[src/cwpc_pkg.sv]
// Shared types, sizes and codes for the cycle witness parity checker.
// Depends on nothing; every other file of the block depends on it.
`default_nettype none

package cwpc_pkg;

    // Store sizes and field widths
    localparam int MAX_VERTICES = 1024;
    localparam int MAX_EDGES    = 2048;
    localparam int SUPPORT_SIZE = 4;
    localparam int VW           = $clog2(MAX_VERTICES);
    localparam int EW           = $clog2(MAX_EDGES);
    localparam int SLW          = $clog2(SUPPORT_SIZE);
    localparam int VCW          = VW + 1;
    localparam int ECW          = EW + 1;
    localparam int CW           = EW + 1;
    localparam int CFG_DW       = 12;
    localparam int CMDW         = 2;
    localparam int RESW         = 3;

    typedef enum logic [CMDW-1:0] {
        CMD_EDGE  = 2'd0,
        CMD_WIT   = 2'd1,
        CMD_SUP   = 2'd2,
        CMD_CHECK = 2'd3
    } cmd_t;

    typedef enum logic [RESW-1:0] {
        RES_OK        = 3'd0,
        RES_SUP_RANGE = 3'd1,
        RES_SUP_MATCH = 3'd2,
        RES_WIT_SUP   = 3'd3,
        RES_BAD_DEG   = 3'd4,
        RES_ODD_COMP  = 3'd5
    } res_t;

    typedef enum logic {
        CFG_VERTEX_COUNT = 1'b0,
        CFG_EDGE_COUNT   = 1'b1
    } cfg_idx_t;

    typedef enum logic [4:0] {
        S_IDLE, S_CLR,
        S_SUP_A, S_SUP_B, S_SUP_C, S_SUP_D,
        S_EDG_A, S_EDG_B, S_EDG_C, S_EDG_D,
        S_DEG_A, S_DEG_B,
        S_WLK_A, S_WLK_B,
        S_Q_A, S_Q_B, S_Q_C,
        S_N_RD, S_N_CHK,
        S_FIN
    } state_t;

    typedef enum logic [4:0] {
        OP_NONE, OP_LOAD, OP_START, OP_CLR,
        OP_SUP_A, OP_SUP_B, OP_SUP_C, OP_SUP_D,
        OP_EDG_A, OP_EDG_B, OP_EDG_C, OP_EDG_D,
        OP_DEG_A, OP_DEG_B,
        OP_WLK_A, OP_WLK_B,
        OP_Q_A, OP_Q_B, OP_Q_C,
        OP_N_RD, OP_N_CHK
    } op_t;

    typedef struct packed {
        op_t op;
    } dp_cmd_t;

    typedef struct packed {
        logic cnt_end;
        logic sup_oor;
        logic term_hit;
        logic wit_sel;
        logic edge_sel;
        logic edge_oob;
        logic deg_bad;
        logic skip;
        logic q_empty;
        logic parity;
        logic has_nb;
        logic more_nb;
    } dp_stat_t;

    // Two-bit degree counter that sticks at three
    function automatic logic [1:0] sat_inc(input logic [1:0] d);
        logic [1:0] r;
        r = (d == 2'd3) ? 2'd3 : d + 2'd1;
        return r;
    endfunction

endpackage

`default_nettype wire

[src/cwpc_ctrl.sv]
// Controller of the checker: sequences the check steps and picks the status.
// Depends on cwpc_pkg.
`default_nettype none

module cwpc_ctrl (
    input  wire logic                      clk,
    input  wire logic                      rst_n,
    input  wire logic                      in_fire,
    input  wire logic [cwpc_pkg::CMDW-1:0] in_cmd,
    input  wire logic                      out_free,
    input  wire cwpc_pkg::dp_stat_t        stat,
    output cwpc_pkg::dp_cmd_t              dcmd,
    output logic                           idle,
    output logic                           res_load,
    output logic [cwpc_pkg::RESW-1:0]      res_status
);
    import cwpc_pkg::*;

    state_t state_reg, state_next;
    res_t   res_reg, res_next;

    assign idle       = (state_reg == S_IDLE);
    assign res_status = res_reg;

    // Hold state and pending status
    always_ff @(posedge clk or negedge rst_n)
    begin
        if (!rst_n)
        begin
            state_reg <= S_IDLE;
            res_reg   <= RES_OK;
        end
        else
        begin
            state_reg <= state_next;
            res_reg   <= res_next;
        end
    end

    // Next state and step command
    always_comb
    begin
        state_next = state_reg;
        res_next   = res_reg;
        dcmd.op    = OP_NONE;
        res_load   = 1'b0;
        unique case (state_reg)
            S_IDLE:
            begin
                if (in_fire && in_cmd == CMD_CHECK)
                begin
                    dcmd.op = OP_START; state_next = S_CLR;
                end
                else if (in_fire)
                begin
                    dcmd.op = OP_LOAD;
                end
            end
            S_CLR:
            begin
                dcmd.op = OP_CLR;
                if (stat.cnt_end) state_next = S_SUP_A;
            end
            S_SUP_A:
            begin
                dcmd.op = OP_SUP_A;
                if (stat.sup_oor)
                begin
                    res_next = RES_SUP_RANGE; state_next = S_FIN;
                end
                else state_next = S_SUP_B;
            end
            S_SUP_B:
            begin
                dcmd.op = OP_SUP_B; state_next = S_SUP_C;
            end
            S_SUP_C:
            begin
                dcmd.op = OP_SUP_C;
                if (stat.term_hit)
                begin
                    res_next = RES_SUP_MATCH; state_next = S_FIN;
                end
                else state_next = S_SUP_D;
            end
            S_SUP_D:
            begin
                dcmd.op = OP_SUP_D;
                if (stat.wit_sel)
                begin
                    res_next = RES_WIT_SUP; state_next = S_FIN;
                end
                else if (stat.cnt_end) state_next = S_EDG_A;
                else state_next = S_SUP_A;
            end
            S_EDG_A:
            begin
                dcmd.op = OP_EDG_A;
                state_next = stat.cnt_end ? S_DEG_A : S_EDG_B;
            end
            S_EDG_B:
            begin
                dcmd.op = OP_EDG_B;
                if (!stat.edge_sel) state_next = S_EDG_A;
                else if (stat.edge_oob)
                begin
                    res_next = RES_BAD_DEG; state_next = S_FIN;
                end
                else state_next = S_EDG_C;
            end
            S_EDG_C:
            begin
                dcmd.op = OP_EDG_C; state_next = S_EDG_D;
            end
            S_EDG_D:
            begin
                dcmd.op = OP_EDG_D; state_next = S_EDG_A;
            end
            S_DEG_A:
            begin
                dcmd.op = OP_DEG_A;
                state_next = stat.cnt_end ? S_WLK_A : S_DEG_B;
            end
            S_DEG_B:
            begin
                dcmd.op = OP_DEG_B;
                if (stat.deg_bad)
                begin
                    res_next = RES_BAD_DEG; state_next = S_FIN;
                end
                else state_next = S_DEG_A;
            end
            S_WLK_A:
            begin
                dcmd.op = OP_WLK_A;
                if (stat.cnt_end)
                begin
                    res_next = RES_OK; state_next = S_FIN;
                end
                else state_next = S_WLK_B;
            end
            S_WLK_B:
            begin
                dcmd.op = OP_WLK_B;
                state_next = stat.skip ? S_WLK_A : S_Q_A;
            end
            S_Q_A:
            begin
                dcmd.op = OP_Q_A;
                if (stat.q_empty && stat.parity)
                begin
                    res_next = RES_ODD_COMP; state_next = S_FIN;
                end
                else if (stat.q_empty) state_next = S_WLK_A;
                else state_next = S_Q_B;
            end
            S_Q_B:
            begin
                dcmd.op = OP_Q_B; state_next = S_Q_C;
            end
            S_Q_C:
            begin
                dcmd.op = OP_Q_C;
                state_next = stat.has_nb ? S_N_RD : S_Q_A;
            end
            S_N_RD:
            begin
                dcmd.op = OP_N_RD; state_next = S_N_CHK;
            end
            S_N_CHK:
            begin
                dcmd.op = OP_N_CHK;
                state_next = stat.more_nb ? S_N_RD : S_Q_A;
            end
            S_FIN:
            begin
                if (out_free)
                begin
                    res_load = 1'b1; state_next = S_IDLE;
                end
            end
            default: state_next = S_IDLE;
        endcase
    end

endmodule

`default_nettype wire

[config.mk]
export PLATFORM = sky130hd
export DESIGN_NAME = cwpc_ctrl
export DESIGN_NICKNAME = d
export VERILOG_FILES = /design/src/cwpc_pkg.sv /design/src/cwpc_ctrl.sv
export SDC_FILE = /design/constraint.sdc
export NUM_CORES = 1
export LEC_CHECK = 0
export ABC_AREA = 1
export BUFFER_PORTS_ARGS = -buffer_cell sky130_fd_sc_hd__buf_2
export CORE_MARGIN = 2
export CORE_UTILIZATION = 51
export CTS_CLUSTER_DIAMETER = 30
export CTS_CLUSTER_SIZE = 16
export DETAILED_ROUTE_END_ITERATION = 8
export MAX_ROUTING_LAYER = met4
export PLACE_DENSITY = 0.89
export SYNTH_ARGS = -nofsm -noshare
export SYNTH_HDL_FRONTEND = slang
export SYNTH_SLANG_ARGS = --single-unit
[constraint.sdc]
create_clock -name clk -period 1.6 [get_ports clk]
set_input_delay 0.08 -clock clk [delete_from_list [all_inputs] [get_ports clk]]
set_output_delay 0.08 -clock clk [all_outputs]
set_load 0.1 [all_outputs]
==> impl_metrics.yaml, run 1 <==
outcome:
  outcome: "stopped before the end"
  haltStage: "global routing"
  error_line: "[ERROR GRT-0232] Routing congestion too high. Check the congestion heatmap in the GUI."
cts:
  numCtsBuffers: 3
  cts_sinks: 8
  root_buffer: "clkbuf_4"
  post_cts_buffers: 0
  htree_levels: 1
  clockBufferDepth: 2
floorplan:
  die_w_um: 48.17
  ios: 28
  num_rows: 15
  initial_core_util: 0.5579
  dieHeight_um: 48.17
synth:
  seq_area_frac_synth: 0.2013
  netlist_area_um2: 994.7
  synth.net_count: 198
  ys_types: 22
  synth_edf_count: 0
  ys_ff_latch: 8
  avgSynthCellArea_um2: 5.526
  synthArstFlopShare: 1.000
  ys.flop_type: "dfrtp_1"
  yosys_warnings: 0
  netlist_instances: 180
placed_design:
  place_worst_setup_slack_ns: -0.06185
  place_congestion: 1.131
  dp.cells: 242
  port-buffer-count: 27
  detailed_place_hpwl_um: 3224
global_route:
  overflow: 7
  grtUsageTotal: 0.6453
  grt_max_degree: 9
sta:
  crit_endpoint: "dcmd[0]"
  worstEndpointType: "output port"
==> per-stage QoR <==
| step | instance area [µm²] | hold slack (ns) |
|---|---|---|
| after floorplan | 1044 | -0.2156 |
| after global placement | 1393 | -0.07589 |
| after CTS | 1459 | 0.08640 |
| after detailed placement | 1393 | -0.07173 |
==> synthesized netlist by cell type (3+ instances only) <==
cell type | count | area [µm²]
nor2_2 | 4 | 25.02
nand2_1 | 54 | 202.7
a21oi_1 | 4 | 20.02
nor2_4 | 3 | 33.78
inv_1 | 22 | 82.58
dfrtp_1 | 8 | 200.2
o21ai_0 | 9 | 45.04
nor2_1 | 25 | 93.84
nand2_2 | 4 | 25.02
nand4_1 | 8 | 50.05
nor3_1 | 3 | 15.01
nand3_1 | 26 | 130.1
==> routing by layer <==
| metal | overflow | GRT usage |
|---|---|---|
| met3 | 0 | 0.4556 |
| met5 | - | - |
| met4 | 4 | 0.6216 |
| met1 | 0 | 0.6448 |
| met2 | 3 | 0.7921 |
==> cell families after synthesis <==
kind of cell	count (synthesis)	synth area share
compound gates	17	0.09561
buf+inv	25	0.09559
flops	8	0.2013
simple gates	130	0.6075
==> timing repair <==
| item | in CTS |
|---|---|
| hold buffers | 1 |
| endpoints found under the setup margin | 6 |
| endpoints found under the hold margin | 8 |
| resized for setup | 12 |
| pin swaps | 1 |
==> run 2, diff against run 1 <==
==> config.mk (replaced) <==
export PLATFORM = sky130hd
export DESIGN_NAME = cwpc_ctrl
export DESIGN_NICKNAME = d
export VERILOG_FILES = /design/src/cwpc_pkg.sv /design/src/cwpc_ctrl.sv
export SDC_FILE = /design/constraint.sdc
export NUM_CORES = 1
export LEC_CHECK = 0
export ABC_AREA = 1
export BUFFER_PORTS_ARGS = -buffer_cell sky130_fd_sc_hd__buf_2
export CORE_AREA = 2 2 63 65
export DETAILED_ROUTE_END_ITERATION = 8
export DIE_AREA = 0 0 65 67
export PLACE_DENSITY_LB_ADDON = 0.15
export SYNTH_ARGS = -nofsm -noshare
export SYNTH_HDL_FRONTEND = slang
export SYNTH_SLANG_ARGS = --single-unit
==> impl_metrics.yaml, run 2 <==
outcome:
  outcome: "finished, violations left"
  failed_checks: "negative setup slack"
synth:
  yosys_warnings: 0
  synth_top_area_frac: 0.2038
  ys_types: 22
  synth_area_leaders: "nand2_1 20%, dfrtp_1 20%, nand3_1 13%"
  netlist_instances: 180
  synthArstFlopShare: 1.000
  yosys.area.top_type: "nand2_1"
  ys_ff_latch: 8
  seq_area_frac_synth: 0.2013
  ys.flop_type: "dfrtp_1"
  netlist_top_cells_count: "54 x nand2_1, 26 x nand3_1, 25 x nor2_1"
  synth_edf_count: 0
  yosysMostFrequentCell: "nand2_1"
  netlist_area_um2: 994.7
  avgSynthCellArea_um2: 5.526
  synth.net_count: 198
detailed_routing:
  drtIter0Drc: 141
  dr.pass1.iters: 4
  wire_per_inst_um: 15.66
  drc: 0
  wirelength_um: 4697
  routed_via_density: 5.233
  vias: 1570
  ant_nets: 0
floorplan:
  dieHeight_um: 67
  num_rows: 22
  dieArea_mm2: 0.004355
  initial_core_util: 0.2759
  core_mm2: 0.003606
  ios: 28
  die_w_um: 65
sta:
  fmax_mhz: 566.3
  finalCriticalPeriod_ns: 1.766
  setup_slack_ns: -0.1659
  slew_headroom: 0.6769
  setup_viol: 7
  worstMarginPinSlew_ns: 0.4879
  rsz0062_at_grt: "yes"
  worst_clock_skew_ns: 0.002959
  period_share: 1.104
  finalHoldViolations: 0
  slew_violations: 0
cts:
  cts_tree: "done"
  path_clk_slew_ns: 0.05
  clockBufferDepth: 2
  clk_latency_ns: 0.24
  cts_sinks: 8
  htree_levels: 1
  numCtsBuffers: 3
  root_buffer: "clkbuf_8"
setup_path:
  critPathArrivalTime_ns: 1.69
  cp.required_ns: 1.52
  worstSetupStartpointType: "flip-flop"
  cp_max_fo: 5
  crit_chain: "inv_4 -> nor2_4 -> nand3_4 -> nand2_4 -> a21oi_4 -> buf_4 -> o221ai_2 -> buf_12"
  crit_path_top_delay_cell: "dfrtp_2"
  path_class: "flip-flop to primary output"
  cp-end-kind: "primary output"
  slowest_delay_ns: 0.52
min_path:
  min_path_type: "primary input to flip-flop"
finish:
  syn_to_final_growth_pct: 99.87
  largest_reg_flops: 5
  fillerInstances: 336
  final_cell_mix: "37 x nand2_1, 32 x buf_4, 24 x nand3_1, 20 x buf_2, 16 x inv_1"
  antenna_cells: 0
  layout_commonest_cell: "nand2_1"
  final_area_mm2: 0.001988
  fin_nets: 271
  layout-drive-gt1-share: 0.5437
global_route:
  grtUsageTotal: 0.2263
  grt_pass1_vias: 1561
  overflow: 0
  grt_pass1_wl_um: 7355
  grt_max_degree: 9
  antenna_found_initial: 0
placed_design:
  detailed_place_hpwl_um: 3305
  port-buffer-count: 27
  placed_area_mm2: 0.001526
  place_congestion: 0.9447
job:
  maxCapViolations: 0
run 2: metrics by stage:
step | TNS, ns | hold WS, ns | utilization | instances | worst slack [ns]
CTS | -0.3964 | 0.1317 | 0.5007 | 294 | -0.08730
global placement | -0.02076 | -0.05928 | 0.4233 | 279 | -0.02076
finish | -0.7631 | 0.1366 | 0.5514 | 300 | -0.1659
detailed placement | 0 | -0.06230 | 0.4233 | 279 | 0.02265
floorplan | -1.975 | -0.2156 | - | 180 | -0.3901
global route | -1.364 | 0.1774 | 0.5514 | 300 | -0.1886
run 2: cell families after synthesis:
kind of cell,Yosys count,share of synthesized area
flops,8,0.2013
simple gates,130,0.6075
compound gates,17,0.09561
buf+inv,25,0.09559
run 2: per-layer routing:
| metal | global-route usage | share of wire | vias to the layer above |
|---|---|---|---|
| li1 | - | - | 738 |
| met1 | 0.2761 | 0.38 | 717 |
| met2 | 0.3557 | 0.47 | 90 |
| met3 | 0.04392 | 0.088 | 25 |
| met4 | 0.1596 | 0.056 | 0 |
| met5 | 0 | 0 | - |
run 2: cell type report:
cell class	instances	area (µm²)	share of cell area
clock buffer	4	45.04	0.02266
multi-input combinational	147	975.9	0.4909
tap	48	60.06	0.03021
sequential	8	203.9	0.1026
inverter	24	102.6	0.05160
timing repair buffer	69	600.6	0.3021
run 2: critical path: cells and delay by family (launching register included):
kind / cells / cell delay, ns
buffers and inverters: 3 / 0.44
AND/OR/NAND/NOR: 3 / 0.36
flip-flops: 1 / 0.52
AO/OA/AOI/OAI: 2 / 0.11
run 2: timing repair:
action,CTS,global route
hold buffers,1,0
setup endpoints to repair,5,13
endpoints found under the hold margin,8,0
setup buffers,12,6
pin swaps,15,16
resized for setup,46,37
run 2: worst paths after layout:
check	start	endpoint	slack, ns	depth (start not counted)
setup / recovery	state_reg[3]	dcmd[3]	-0.17	8
hold / removal	stat[11]	state_reg[2]	0.14	3
setup reg to reg	state_reg[3]	state_reg[1]	-0.06	10
hold reg to reg	res_status[0]	res_status[0]	0.47	2
max in group asynchronous	rst_n	state_reg[2]	1.18	2
min in group asynchronous	rst_n	res_status[2]	0.22	2
Power of run 2 is left out: the tool's default activity adds up to more than one toggle a clock period on the data nets, which glitch-free logic cannot reach.
==> run 3, diff against run 2 <==
--- a/config.mk
+++ b/config.mk
@@ -8,6 +8,7 @@
 export ABC_AREA = 1
 export BUFFER_PORTS_ARGS = -buffer_cell sky130_fd_sc_hd__buf_2
 export CORE_AREA = 2 2 63 65
+export CTS_BUF_LIST = sky130_fd_sc_hd__clkbuf_16
 export DETAILED_ROUTE_END_ITERATION = 8
 export DIE_AREA = 0 0 65 67
 export PLACE_DENSITY_LB_ADDON = 0.15
==> impl_metrics.yaml, run 3 (synthesis gave the netlist of run 2 again) <==
outcome:
  outcome: "finished, violations left"
  failed_checks: "negative setup slack"
floorplan:
  ios: 28
  core_mm2: 0.003606
  die_w_um: 65
  dieHeight_um: 67
  dieArea_mm2: 0.004355
  initial_core_util: 0.2759
  num_rows: 22
finish:
  largest_reg_flops: 5
  fin_nets: 274
  syn_to_final_growth_pct: 107.2
  final_cell_mix: "35 x buf_4, 33 x nand2_1, 25 x nand3_1, 20 x buf_2, 16 x inv_1"
  antenna_cells: 0
  layout_commonest_cell: "buf_4"
  layout-drive-gt1-share: 0.5765
cts:
  root_buffer: "clkbuf_16"
  cts_sinks: 8
  path_clk_slew_ns: 0.04
  clk_latency_ns: 0.24
  clockBufferDepth: 2
  numCtsBuffers: 3
  htree_levels: 1
  cts_tree: "done"
setup_path:
  crit_path_top_delay_cell: "dfrtp_2"
  cp_max_fo: 5
  worstSetupStartpointType: "flip-flop"
  crit_top_cell: "nand2_4"
  critPathArrivalTime_ns: 1.69
  cp-end-kind: "primary output"
  crit_chain: "inv_4 -> nand2_4 -> nor2_4 -> nand2_2 -> nand4_1 -> nor3_2 -> nand2_4 -> buf_12"
  path_class: "flip-flop to primary output"
  cp.required_ns: 1.52
  path_delay_family: "simple AND/OR/NAND/NOR gates"
  slowest_delay_ns: 0.53
  path_buf_inv: 2
  r2r_slack_ns: -0.07
placed_design:
  detailed_place_hpwl_um: 3305
  place_congestion: 0.9447
  port-buffer-count: 27
global_route:
  overflow: 0
  grt_pass1_vias: 1493
  grt_max_degree: 9
  grt_pass1_wl_um: 7355
  grtUsageTotal: 0.2270
  antenna_found_initial: 0
detailed_routing:
  dr.pass1.iters: 4
  vias: 1575
  ant_nets: 0
  drc: 0
  drtIter0Drc: 150
  routed_via_density: 5.198
  wire_per_inst_um: 15.91
  wirelength_um: 4822
sta:
  setup_slack_ns: -0.1676
  finalCriticalPeriod_ns: 1.768
  period_share: 1.105
  rsz0062_at_grt: "yes"
  worstMarginPinSlew_ns: 0.4871
  finalHoldViolations: 0
  slew_headroom: 0.6775
  setup_viol: 10
  fin_tns_setup_ns: -0.9241
  fmax_mhz: 565.7
  slew_violations: 0
  worst_clock_skew_ns: 0.002046
job:
  maxCapViolations: 0
min_path:
  min_path_type: "primary input to flip-flop"
## run 3: through the flow
step           instances  worst slack [ns]  instance area [µm²]  utilization  hold WS (ns)
6_report             303           -0.1676                 2061       0.5715        0.1381
5_1_grt              303           -0.1979                 2061       0.5715        0.1795
4_1_cts              295          -0.08539                 1853       0.5139        0.1326
3_5_place_dp         279           0.02265                 1526       0.4233      -0.06230
3_3_place_gp         279          -0.02076                 1526       0.4233      -0.05928
2_1_floorplan        180           -0.3901                 1044            -       -0.2156
## run 3: repair_timing
action                                 CTS  global route
setup endpoints to repair                5            14
buffers inserted                        13             8
hold buffers                             1             0
endpoints found under the hold margin    8             0
pin swaps                               16            22
resized for setup                       48            43
## run 3: worst min-delay path, cell delays in order
cell and delay [ns]:
buf_2 0.11, nand2_1 0.05, nand3_1 0.09
## run 3: layout make-up
cell class                      count  area, µm²
Clock inverter                      1      3.754
Fill cell                         327       1545
Tap cell                           48      60.06
Clock buffer                        3      75.07
Inverter                           24      105.1
Timing Repair Buffer               72      623.1
Sequential cell                     8      203.9
Multi-Input combinational cell    147      989.7
## run 3: routing by layer
layer | vias to the layer above | routed length [µm] | GRT usage
li1 | 747 | - | -
met1 | 715 | 1868 | 0.2901
met2 | 85 | 2263 | 0.3698
met3 | 28 | 377 | 0.02196
met4 | 0 | 314 | 0.1330
met5 | - | 0 | 0
## run 3: final timing paths
check,end,startpoint,cells after the start
min in group asynchronous,state_reg[1],rst_n,2
worst max-delay path,dcmd[0],state_reg[3],8
worst max register to register,res_status[2],state_reg[3],11
worst min register to register,res_status[1],res_status[1],2
max in group asynchronous,state_reg[3],rst_n,2
worst min-delay path,state_reg[2],stat[11],3
Power of run 3 is left out for the same reason.
